### src/rtl/core/vcdv_pkg.sv
// types, constants and character functions shared by the check digit validator
package vcdv_pkg;

    // one input item: ascii character and final-character flag
    typedef struct packed {
        logic [7:0] char_code;
        logic       is_last;
    } t_in_item;

    // one result item
    typedef struct packed {
        logic        format_ok;
        logic        check_ok;
        logic [10:0] model_year;
    } t_out_item;

    // transliteration lookup result
    typedef struct packed {
        logic       ok;
        logic [3:0] val;
    } t_xlit;

    localparam logic [4:0] VIN_LEN   = 5'd17;
    localparam logic [4:0] COUNT_SAT = 5'd18;
    localparam logic [4:0] CHECK_POS = 5'd8;
    localparam logic [4:0] YEAR_POS  = 5'd9;
    localparam logic [3:0] MOD_BASE  = 4'd11;
    localparam logic [3:0] MOD_TEN   = 4'd10;

    localparam logic [7:0] CH_0  = "0";
    localparam logic [7:0] CH_1  = "1";
    localparam logic [7:0] CH_9  = "9";
    localparam logic [7:0] CH_A  = "A";
    localparam logic [7:0] CH_H  = "H";
    localparam logic [7:0] CH_J  = "J";
    localparam logic [7:0] CH_K  = "K";
    localparam logic [7:0] CH_L  = "L";
    localparam logic [7:0] CH_N  = "N";
    localparam logic [7:0] CH_P  = "P";
    localparam logic [7:0] CH_R  = "R";
    localparam logic [7:0] CH_S  = "S";
    localparam logic [7:0] CH_T  = "T";
    localparam logic [7:0] CH_V  = "V";
    localparam logic [7:0] CH_X  = "X";
    localparam logic [7:0] CH_Y  = "Y";
    localparam logic [7:0] CH_Z  = "Z";
    localparam logic [7:0] CH_LA = "a";
    localparam logic [7:0] CH_LZ = "z";
    localparam logic [7:0] CASE_OFS = 8'd32;

    localparam logic [10:0] YEAR_A    = 11'd2010;
    localparam logic [10:0] YEAR_J    = 11'd2018;
    localparam logic [10:0] YEAR_P    = 11'd2023;
    localparam logic [10:0] YEAR_R    = 11'd2024;
    localparam logic [10:0] YEAR_S    = 11'd1995;
    localparam logic [10:0] YEAR_T    = 11'd1996;
    localparam logic [10:0] YEAR_V    = 11'd1997;
    localparam logic [10:0] YEAR_1    = 11'd2001;
    localparam logic [10:0] YEAR_NONE = 11'd0;

    function automatic logic [7:0] f_upper(input logic [7:0] c);
        if (c >= CH_LA && c <= CH_LZ) return c - CASE_OFS;
        return c;
    endfunction

    function automatic t_xlit f_translit(input logic [7:0] c);
        t_xlit x;
        x.ok  = 1'b1;
        x.val = 4'd0;
        if (c >= CH_0 && c <= CH_9)      x.val = 4'(c - CH_0);
        else if (c >= CH_A && c <= CH_H) x.val = 4'(c - CH_A + 8'd1);
        else if (c == CH_J)              x.val = 4'd1;
        else if (c == CH_K)              x.val = 4'd2;
        else if (c >= CH_L && c <= CH_N) x.val = 4'(c - CH_L + 8'd3);
        else if (c == CH_P)              x.val = 4'd7;
        else if (c == CH_R)              x.val = 4'd9;
        else if (c >= CH_S && c <= CH_Z) x.val = 4'(c - CH_S + 8'd2);
        else                             x.ok  = 1'b0;
        return x;
    endfunction

    function automatic logic [3:0] f_weight(input logic [4:0] pos);
        logic [3:0] w;
        case (pos)
            5'd0, 5'd10:  w = 4'd8;
            5'd1, 5'd11:  w = 4'd7;
            5'd2, 5'd12:  w = 4'd6;
            5'd3, 5'd13:  w = 4'd5;
            5'd4, 5'd14:  w = 4'd4;
            5'd5, 5'd15:  w = 4'd3;
            5'd6, 5'd16:  w = 4'd2;
            5'd7:         w = 4'd10;
            5'd9:         w = 4'd9;
            default:      w = 4'd0;
        endcase
        return w;
    endfunction

    // remainder mod 11 of a product up to 90, restoring steps of 88, 44, 22, 11
    function automatic logic [3:0] f_mod11_small(input logic [6:0] p);
        logic [6:0] r;
        r = p;
        if (r >= 7'd88) r = r - 7'd88;
        if (r >= 7'd44) r = r - 7'd44;
        if (r >= 7'd22) r = r - 7'd22;
        if (r >= 7'd11) r = r - 7'd11;
        return r[3:0];
    endfunction

    function automatic logic [3:0] f_add_mod11(input logic [3:0] a, input logic [3:0] b);
        logic [4:0] s;
        s = 5'(a) + 5'(b);
        if (s >= 5'(MOD_BASE)) s = s - 5'(MOD_BASE);
        return s[3:0];
    endfunction

    function automatic logic [7:0] f_check_char(input logic [3:0] r);
        if (r == MOD_TEN) return CH_X;
        return CH_0 + 8'(r);
    endfunction

    function automatic logic [10:0] f_year(input logic [7:0] c);
        if (c >= CH_A && c <= CH_H) return YEAR_A + 11'(c - CH_A);
        if (c >= CH_J && c <= CH_N) return YEAR_J + 11'(c - CH_J);
        if (c == CH_P)              return YEAR_P;
        if (c == CH_R)              return YEAR_R;
        if (c == CH_S)              return YEAR_S;
        if (c == CH_T)              return YEAR_T;
        if (c >= CH_V && c <= CH_Y) return YEAR_V + 11'(c - CH_V);
        if (c >= CH_1 && c <= CH_9) return YEAR_1 + 11'(c - CH_1);
        return YEAR_NONE;
    endfunction

endpackage

### src/rtl/core/vcdv_stream_if.sv
// valid/ready stream channel carrying one payload item
interface vcdv_stream_if #(
    parameter type T = logic
);
    logic valid;
    logic ready;
    T     data;

    modport source (output valid, output data, input ready);
    modport sink   (input valid, input data, output ready);
endinterface

### src/rtl/core/vcdv_in_stage.sv
// input register: captures each item and folds it to upper case
module vcdv_in_stage (
    input  logic          i_clk,
    input  logic          i_rst_n,
    vcdv_stream_if.sink   i_in,
    vcdv_stream_if.source o_mid
);
    import vcdv_pkg::*;

    logic     r_valid;
    t_in_item r_item;

    // refill when empty or when the held item moves on
    assign i_in.ready = !r_valid || o_mid.ready;

    always_ff @(posedge i_clk) begin
        if (!i_rst_n) begin
            r_valid <= 1'b0;
        end else if (i_in.ready) begin
            r_valid <= i_in.valid;
        end
        if (i_in.valid && i_in.ready) begin
            r_item.char_code <= f_upper(i_in.data.char_code);
            r_item.is_last   <= i_in.data.is_last;
        end
    end

    assign o_mid.valid = r_valid;
    assign o_mid.data  = r_item;
endmodule

### src/rtl/core/vcdv_accum.sv
// running position, residue and held characters; result register
module vcdv_accum (
    input  logic          i_clk,
    input  logic          i_rst_n,
    vcdv_stream_if.sink   i_mid,
    vcdv_stream_if.source o_out
);
    import vcdv_pkg::*;

    logic [4:0] r_count;
    logic [3:0] r_sum;
    logic       r_bad;
    logic [7:0] r_check_char;
    logic [7:0] r_year_char;
    logic       r_out_valid;
    t_out_item  r_out;

    logic [4:0] n_count;
    logic [3:0] n_sum;
    logic       n_bad;
    logic [7:0] n_check_char;
    logic [7:0] n_year_char;
    t_out_item  n_out;
    t_xlit      w_xlit;
    logic [7:0] w_char;
    logic       w_take;

    assign i_mid.ready = !r_out_valid || o_out.ready;
    assign w_take      = i_mid.valid && i_mid.ready;
    assign w_char      = i_mid.data.char_code;

    always_comb begin
        n_count      = r_count;
        n_sum        = r_sum;
        n_bad        = r_bad;
        n_check_char = r_check_char;
        n_year_char  = r_year_char;
        w_xlit       = f_translit(w_char);
        if (r_count < VIN_LEN) begin
            if (!w_xlit.ok) begin
                n_bad = 1'b1;
            end else begin
                n_sum = f_add_mod11(r_sum,
                    f_mod11_small(7'(w_xlit.val * f_weight(r_count))));
            end
            if (r_count == CHECK_POS) n_check_char = w_char;
            if (r_count == YEAR_POS)  n_year_char  = w_char;
        end
        if (r_count < COUNT_SAT) n_count = r_count + 5'd1;

        n_out.format_ok  = (n_count == VIN_LEN) && !n_bad;
        n_out.check_ok   = n_out.format_ok && (n_check_char == f_check_char(n_sum));
        n_out.model_year = n_out.format_ok ? f_year(n_year_char) : YEAR_NONE;
    end

    always_ff @(posedge i_clk) begin
        if (!i_rst_n) begin
            r_count      <= '0;
            r_sum        <= '0;
            r_bad        <= 1'b0;
            r_check_char <= '0;
            r_year_char  <= '0;
            r_out_valid  <= 1'b0;
        end else begin
            if (o_out.ready) r_out_valid <= 1'b0;
            if (w_take) begin
                if (i_mid.data.is_last) begin
                    r_count      <= '0;
                    r_sum        <= '0;
                    r_bad        <= 1'b0;
                    r_check_char <= '0;
                    r_year_char  <= '0;
                    r_out_valid  <= 1'b1;
                end else begin
                    r_count      <= n_count;
                    r_sum        <= n_sum;
                    r_bad        <= n_bad;
                    r_check_char <= n_check_char;
                    r_year_char  <= n_year_char;
                end
            end
        end
        if (w_take && i_mid.data.is_last) r_out <= n_out;
    end

    assign o_out.valid = r_out_valid;
    assign o_out.data  = r_out;

    // identifier state restarts after every final character
    a_clear_after_last: assert property (@(posedge i_clk) disable iff (!i_rst_n)
        (w_take && i_mid.data.is_last) |=> (r_count == '0 && r_sum == '0 && !r_bad))
        else $error("state not cleared after final item");

    a_count_sat: assert property (@(posedge i_clk) disable iff (!i_rst_n)
        r_count <= COUNT_SAT)
        else $error("position count beyond saturation");

    a_residue_range: assert property (@(posedge i_clk) disable iff (!i_rst_n)
        r_sum < MOD_BASE)
        else $error("residue out of range");

    a_bad_format_zero: assert property (@(posedge i_clk) disable iff (!i_rst_n)
        (r_out_valid && !r_out.format_ok) |-> (!r_out.check_ok && r_out.model_year == '0))
        else $error("bad format with nonzero check or year");
endmodule

### src/rtl/core/vin_check_digit_validator.sv
// top level of the vin check digit validator
// an accepted final character passes the input register, then the result register, before its result is on o_out
// throughput: one character item per cycle, sustained while o_out is taken
// characters that are not final give no result; state clears after each result
// reset: synchronous active-low i_rst_n empties both registers and clears state
module vin_check_digit_validator (
    input  logic          i_clk,
    input  logic          i_rst_n,
    vcdv_stream_if.sink   i_in,
    vcdv_stream_if.source o_out
);
    import vcdv_pkg::*;

    // stage between the input register and the accumulator
    vcdv_stream_if #(.T(t_in_item)) mid_if ();

    // input register: upper-case folding of the character
    vcdv_in_stage u_in_stage (
        .i_clk   (i_clk),
        .i_rst_n (i_rst_n),
        .i_in    (i_in),
        .o_mid   (mid_if.source)
    );

    // accumulator: position count, weighted residue mod 11, held characters
    // at positions 9 and 10, and the result register that feeds o_out
    vcdv_accum u_accum (
        .i_clk   (i_clk),
        .i_rst_n (i_rst_n),
        .i_mid   (mid_if.sink),
        .o_out   (o_out)
    );
endmodule

### src/flat_wrapper.sv
// flat-port wrapper written by rule: the top's interface ports become plain ports
module vin_check_digit_validator_flat import vcdv_pkg::*;
  (i_clk, i_rst_n, i_in_valid, i_in_data, i_in_ready, o_out_valid, o_out_data, o_out_ready);
  vcdv_stream_if #(.T(t_in_item)) i_in_i ();
  vcdv_stream_if #(.T(t_out_item)) o_out_i ();
  input  logic i_clk;
  input  logic i_rst_n;
  input wire logic [$bits(i_in_i.valid)-1:0] i_in_valid;
  input wire logic [$bits(i_in_i.data)-1:0] i_in_data;
  output wire logic [$bits(i_in_i.ready)-1:0] i_in_ready;
  output wire logic [$bits(o_out_i.valid)-1:0] o_out_valid;
  output wire logic [$bits(o_out_i.data)-1:0] o_out_data;
  input wire logic [$bits(o_out_i.ready)-1:0] o_out_ready;
  assign i_in_i.valid = i_in_valid;
  assign i_in_i.data = i_in_data;
  assign i_in_ready = i_in_i.ready;
  assign o_out_valid = o_out_i.valid;
  assign o_out_data = o_out_i.data;
  assign o_out_i.ready = o_out_ready;
  vin_check_digit_validator u_core (.i_clk(i_clk), .i_rst_n(i_rst_n), .i_in(i_in_i), .o_out(o_out_i));
endmodule
### config.mk
export PLATFORM = sky130hd
export DESIGN_NAME = vin_check_digit_validator_flat
export DESIGN_NICKNAME = d
export VERILOG_FILES = /design/src/rtl/core/vcdv_pkg.sv /design/src/rtl/core/vcdv_stream_if.sv /design/src/rtl/core/vcdv_in_stage.sv /design/src/rtl/core/vcdv_accum.sv /design/src/rtl/core/vin_check_digit_validator.sv /design/src/flat_wrapper.sv
export SDC_FILE = /design/constraint.sdc
export NUM_CORES = 1
export LEC_CHECK = 0
export BUFFER_PORTS_ARGS = -buffer_cell sky130_fd_sc_hd__buf_4
export CORE_AREA = 2 2 119 121
export DETAILED_ROUTE_END_ITERATION = 10
export DIE_AREA = 0 0 121 123
export PLACE_DENSITY = 0.62
export SLEW_MARGIN = 10
export SYNTH_ARGS = -nofsm -noshare
export SYNTH_HDL_FRONTEND = slang
export SYNTH_SLANG_ARGS = --single-unit
### constraint.sdc
create_clock -name i_clk -period 25 [get_ports i_clk]
set_input_delay 5 -clock i_clk [delete_from_list [all_inputs] [get_ports i_clk]]
set_output_delay 5 -clock i_clk [all_outputs]
set_load 0.02 [all_outputs]
* After elaboration in Yosys (flattened, before gate mapping)
Memories as Yosys holds them, arrays and structs flattened. A register that Yosys moved wholly into a read port is not among the register bits. Index checks and enable logic that the tools add are counted.
Operators by class: add/sub/neg operators 24, multiply operators 1, $lt $le $gt $ge 25, equality and inequality tests 13, multiplexer cells 115, reductions and logical operators 19
Operators with widths (count):
- 2-to-1 mux 11 bit | 22
- 2-to-1 mux 8 bit | 10
- 2-to-1 mux 4 bit | 17
- == test 8 x 7 -> 1 bit (second input constant) | 8
- 2-to-1 mux 7 bit | 9
- greater-or-equal comparator 8 x 7 -> 1 bit (second input constant) | 7
- <= comparator 8 x 7 -> 1 bit (second input constant) | 7
- 2-to-1 mux 1 bit | 53
- adder 7 x 9 -> 10 bit (first input constant) | 3
- subtractor 8 x 7 -> 9 bit (second input constant) | 3
- 2-to-1 mux 5 bit | 4
- greater-or-equal comparator 8 x 6 -> 1 bit (second input constant) | 2
- <= comparator 8 x 6 -> 1 bit (second input constant) | 2
- logical AND 1 bit | 14
- subtractor 4 bit (second input constant) | 3
- adder 6 x 9 -> 10 bit (first input constant) | 1
- == test 5 x 4 -> 1 bit (second input constant) | 2
- less-than comparator 5 bit (second input constant) | 2
- subtractor 8 x 6 -> 9 bit (second input constant) | 1
- adder 4 x 2 -> 4 bit (second input constant) | 2
- == test 8 bit | 1
- subtractor 4 x 1 -> 4 bit (second input constant) | 2
- subtractor 8 x 6 -> 8 bit (second input constant) | 1
- adder 6 x 4 -> 7 bit (first input constant) | 1
- 17 further kinds | 20
Storage, ports and cells: flip-flop bits (word level) 50, ROM bits 128, bits of input ports 13, output and inout port bits 15, word-level logic and storage cells 210, memories 1
Memory list:
- (no name shown) | words 32, width 4, read ports 1, clocked after Yosys merged registers in 1, wr ports 0, line vcdv_pkg.sv:84 | case (pos)

* Depth between registers and ports, before layout
depth after elaboration 42, depth in mapped cells 50, depth with buffers taken out 49

* Cells and area by module
A second synthesis with hierarchy kept.
Second synthesis, totals: cells, all modules 752, area, all modules 5865.6 um2
By module, submodules not included:
- vcdv_accum | times used 1, cells an instance 726, area an instance 5461.5 um2, sequential area each 980.9 um2
- vcdv_in_stage | times used 1, cells an instance 26, area an instance 404.1 um2, sequential area each 290.3 um2

* Least setup slack after synthesis
No wires, ideal clock.
path kind input port to output port, start point input port o_out_ready, end point output port i_in_ready, arrival time 5.277 ns, data required time 20.000 ns, setup slack 14.723 ns, stages 1, path buffers 0, cell sequence nand3b_1
On the way: cells in the longest elaborated chain, start to end 2
RTL lines:
- start, declared | line flat_wrapper.sv:13 | input wire logic [$bits(o_out_i.ready)-1:0] o_out_ready;
- logical OR 1 bit | line vcdv_accum.sv:28 | assign i_mid.ready = !r_out_valid || o_out.ready;
- logical OR 1 bit | line vcdv_in_stage.sv:14 | assign i_in.ready = !r_valid || o_mid.ready;
- end, declared | line flat_wrapper.sv:10 | output wire logic [$bits(i_in_i.ready)-1:0] i_in_ready;
Every way passes these cells.

==> flow_metrics.tcl <==
set metrics [dict create \
    r2r_end "u_core.u_accum.o_out.data[11]" \
    die_width_um 121 \
    yosys.area.top_type "dfxtp_1" \
    cts_tree "built" \
    wl_um 15700 \
    status "finished clean" \
    cts_hold_buf 0 \
    vdd.ir_drop.worst_mv 0.0227 \
    postSynthAreaPerCell_um2 8.05 \
    rsz0062_at_grt "no" \
    syn-num-nets 811 \
    yosysTopAreaCellShare 0.107 \
    cts_setup_buffers 0 \
    endpoint_kind "flop" \
    grt_max_degree 28 \
    netlist_area_um2 6000 \
    reg2regPathDepth 45 \
    grt_usage 0.207 \
    synth_most_common_cell "nor2_1" \
    n_antenna_cell 0 \
    cp-start-kind "flop" \
    path_class "flop to flop" \
    asyncSetResetFlopFracSynth 0 \
    hold_depth 2 \
    drc 0 \
    slew_viol_final 0 \
    start_util 0.441 \
    place_hpwl_um 11900 \
    grt_pass1_wl_um 25400 \
    route.detailed.wl_per_inst_um 16.8 \
    p_seq_frac 0.472 \
    dr.pass1.iters 5 \
    fmax_ghz 0.0868 \
    antenna_left 0 \
    hold_path.class "flop to flop" \
    min_to "u_core.u_accum.r_year_char[0]" \
    yosys_warnings 0 \
    antenna_found_initial 0 \
    grt_pass1_vias 5099 \
    cts_buffers 5 \
    ctsResizeCount 0 \
    final_util 0.475 \
    cp_slowest_cell "edfxtp_1" \
    p_per_area_nw_per_um2 31.3 \
    insertion_delay_ns 0.29 \
    period_minus_slack_ns 11.52 \
    rrSetupSlack_ns 13.48 \
    clk_pin_slew_ns 0.07 \
    gp_congestion 0.962 \
    r2r-start "u_core.u_in_stage.o_mid.data[1]" \
    hold_start "u_core.u_accum.r_year_char[0]" \
    final_hold_viol_count 0 \
    synth_area_leaders "dfxtp_1, edfxtp_1, ha_1" \
    ioPinCount 28 \
    finalCritPeriodShare 0.461 \
    multi_input_area_um2 4450 \
    routed_via_density 6.11 \
    coreArea_um2 13600 \
    die_area_um2 14900 \
    cts.sinks 53 \
    ys_seq_area_frac 0.212 \
    p_leak_nw 2.49 \
    internal_power_mw 0.144 \
    fin_nets 818 \
    netlist_instances 745 \
    maxCapViolations 0 \
    synth_edf_count 21 \
    crit_required_ns 25.05 \
    drtIter0Drc 551 \
    portBuffers 27 \
    synth_ff_type "dfxtp_1" \
    p_sw_mw 0.0587 \
    switching_share 0.290 \
    pwr-share-clk 0.346 \
    overflow 0 \
    vias 5699 \
    cp.arrival_ns 11.57 \
    slew_headroom 0.231 \
    ys_types 98 \
    ys_seq_elements 53 \
    worstPathMaxFanout 12 \
    root_buffer "clkbuf_16" \
    setup-tns-final_ns 0 \
    tightestPinTransition_ns 1.15 \
    finalSetupViolations 0 \
    yosys-top-cells-count "nor2_1, a21oi_1, nand2_1" \
    rows 43 \
    htreeDepth 2 \
    regArea_um2 1270 \
    fill_cells 1340 \
    areaGrowthSynthToFinish_pct 7.72 \
    clk_path_buf_depth 2 \
    finClkSkew_ns 0.00851 \
    slowest_delay_ns 0.58 \
    comb_power_share 0.183 \
    die_h_um 123 \
    drive_gt1_frac 0.112 \
]
[power groups by stage]
stage | logic (mW) | clock network, mW | registers [mW]
after floorplan | 0.0297 | 0 | 0.0947
after global placement | 0.0351 | 0 | 0.0973
after detailed placement | 0.0362 | 0 | 0.0973
after CTS | 0.0366 | 0.0716 | 0.0953
after global routing | 0.0409 | 0.0748 | 0.0958
final | 0.0369 | 0.0699 | 0.0954
[worst max path at each step]
stage	start	end	slack, ns
final	u_core.u_in_stage.o_mid.data[1]	u_core.u_accum.o_out.data[11]	13.48
after global routing	u_core.u_in_stage.o_mid.data[1]	u_core.u_accum.o_out.data[11]	12.64
after CTS	u_core.u_in_stage.o_mid.data[1]	u_core.u_accum.o_out.data[11]	13.56
after detailed placement	u_core.u_in_stage.o_mid.data[1]	u_core.u_accum.o_out.data[11]	13.58
after global placement	u_core.u_in_stage.o_mid.data[1]	u_core.u_accum.o_out.data[11]	14.08
after floorplan	o_out_ready	i_in_ready	14.72
[state kept, by name (all words and copies together), names as in the netlist, named ones only]
| register | flops |
|---|---|
| u_core.u_accum.r_count | 5 |
| u_core.u_accum.o_out.data | 12 |
| u_core.u_accum.r_check_char | 8 |
| u_core.u_accum.r_year_char | 8 |
| u_core.u_in_stage.o_mid.data | 9 |
| u_core.u_accum.r_sum | 4 |
| u_core.u_in_stage.o_mid.valid | 1 |
| u_core.u_accum.o_out.valid | 1 |
| u_core.u_accum.r_bad | 1 |
[cells by family (layout without fill, tap and decap cells)]
| group | Yosys count | in the layout | synth area share |
|---|---|---|---|
| adders and majority gates | 53 | 53 | 0.117 |
| and+or+nand+nor | 257 | 257 | 0.225 |
| muxes | 27 | 27 | 0.0507 |
| AOI/OAI and AO/OA | 242 | 242 | 0.283 |
| DFF | 53 | 53 | 0.212 |
| xor gates and xnor gates | 44 | 44 | 0.0642 |
| buffers and inverters | 69 | 77 | 0.0482 |
[layout by cell type, fill, tap and decap left out, types with 8 or more instances in the layout]
| master | netlist | routed |
|---|---|---|
| a211oi_1 | 8 | 8 |
| xnor2_1 | 35 | 35 |
| mux2_2 | 13 | 13 |
| edfxtp_1 | 21 | 21 |
| and2_1 | 17 | 17 |
| nand2b_1 | 14 | 14 |
| xor2_1 | 9 | 9 |
| nand4_1 | 9 | 9 |
| nand3_1 | 25 | 25 |
| nor2_1 | 75 | 75 |
| buf_4 | 2 | 29 |
| o21ai_0 | 33 | 33 |
| dfxtp_1 | 32 | 32 |
| a21oi_1 | 67 | 67 |
| inv_1 | 36 | 36 |
| a22oi_1 | 19 | 19 |
| mux2i_1 | 12 | 12 |
| o22ai_1 | 11 | 11 |
| nand2_1 | 52 | 52 |
| ha_1 | 48 | 48 |
| nor3_1 | 12 | 12 |
[layout make-up]
type,instances,share of cell area
Tap cell,180,0.0349
Sequential cell,53,0.197
Timing Repair Buffer,29,0.0337
Clock inverter,3,0.00329
Clock buffer,5,0.0194
Multi-Input combinational cell,623,0.689
Inverter,40,0.0232
[worst max-delay path, delay by kind of cell, from the launching register on]
kind,cells,cell delay (ns)
adder cells (fa/ha/maj),9,3.30
AND/OR/NAND/NOR,15,3.10
AO/OA/AOI/OAI,12,2.66
XOR/XNOR,3,0.78
flip-flops,1,0.58
buffers and inverters,5,0.55
multiplexers,1,0.30
[through the flow]
step / std cells / worst slack, ns / power, mW / area (um2) / hold WS (ns)
final: 933 / 13.48 / 0.202 / 6460 / 0.459
after global routing: 933 / 12.64 / 0.211 / 6460 / 0.512
after CTS: 933 / 13.56 / 0.204 / 6460 / 0.457
after detailed placement: 925 / 13.58 / 0.134 / 6310 / 0.448
after global placement: 925 / 14.08 / 0.132 / 6310 / 0.439
after floorplan: 745 / 14.72 / 0.124 / 6000 / 0.429
[per-layer routing]
layer  wire length [um]  track usage  up-vias
met5                  0            0        -
met4                243       0.0487        0
met3                636       0.0212       25
met2               7520        0.351      168
met1               7280        0.285     2731
li1                   -            -     2775
Power figures use the tool's default switching activity.
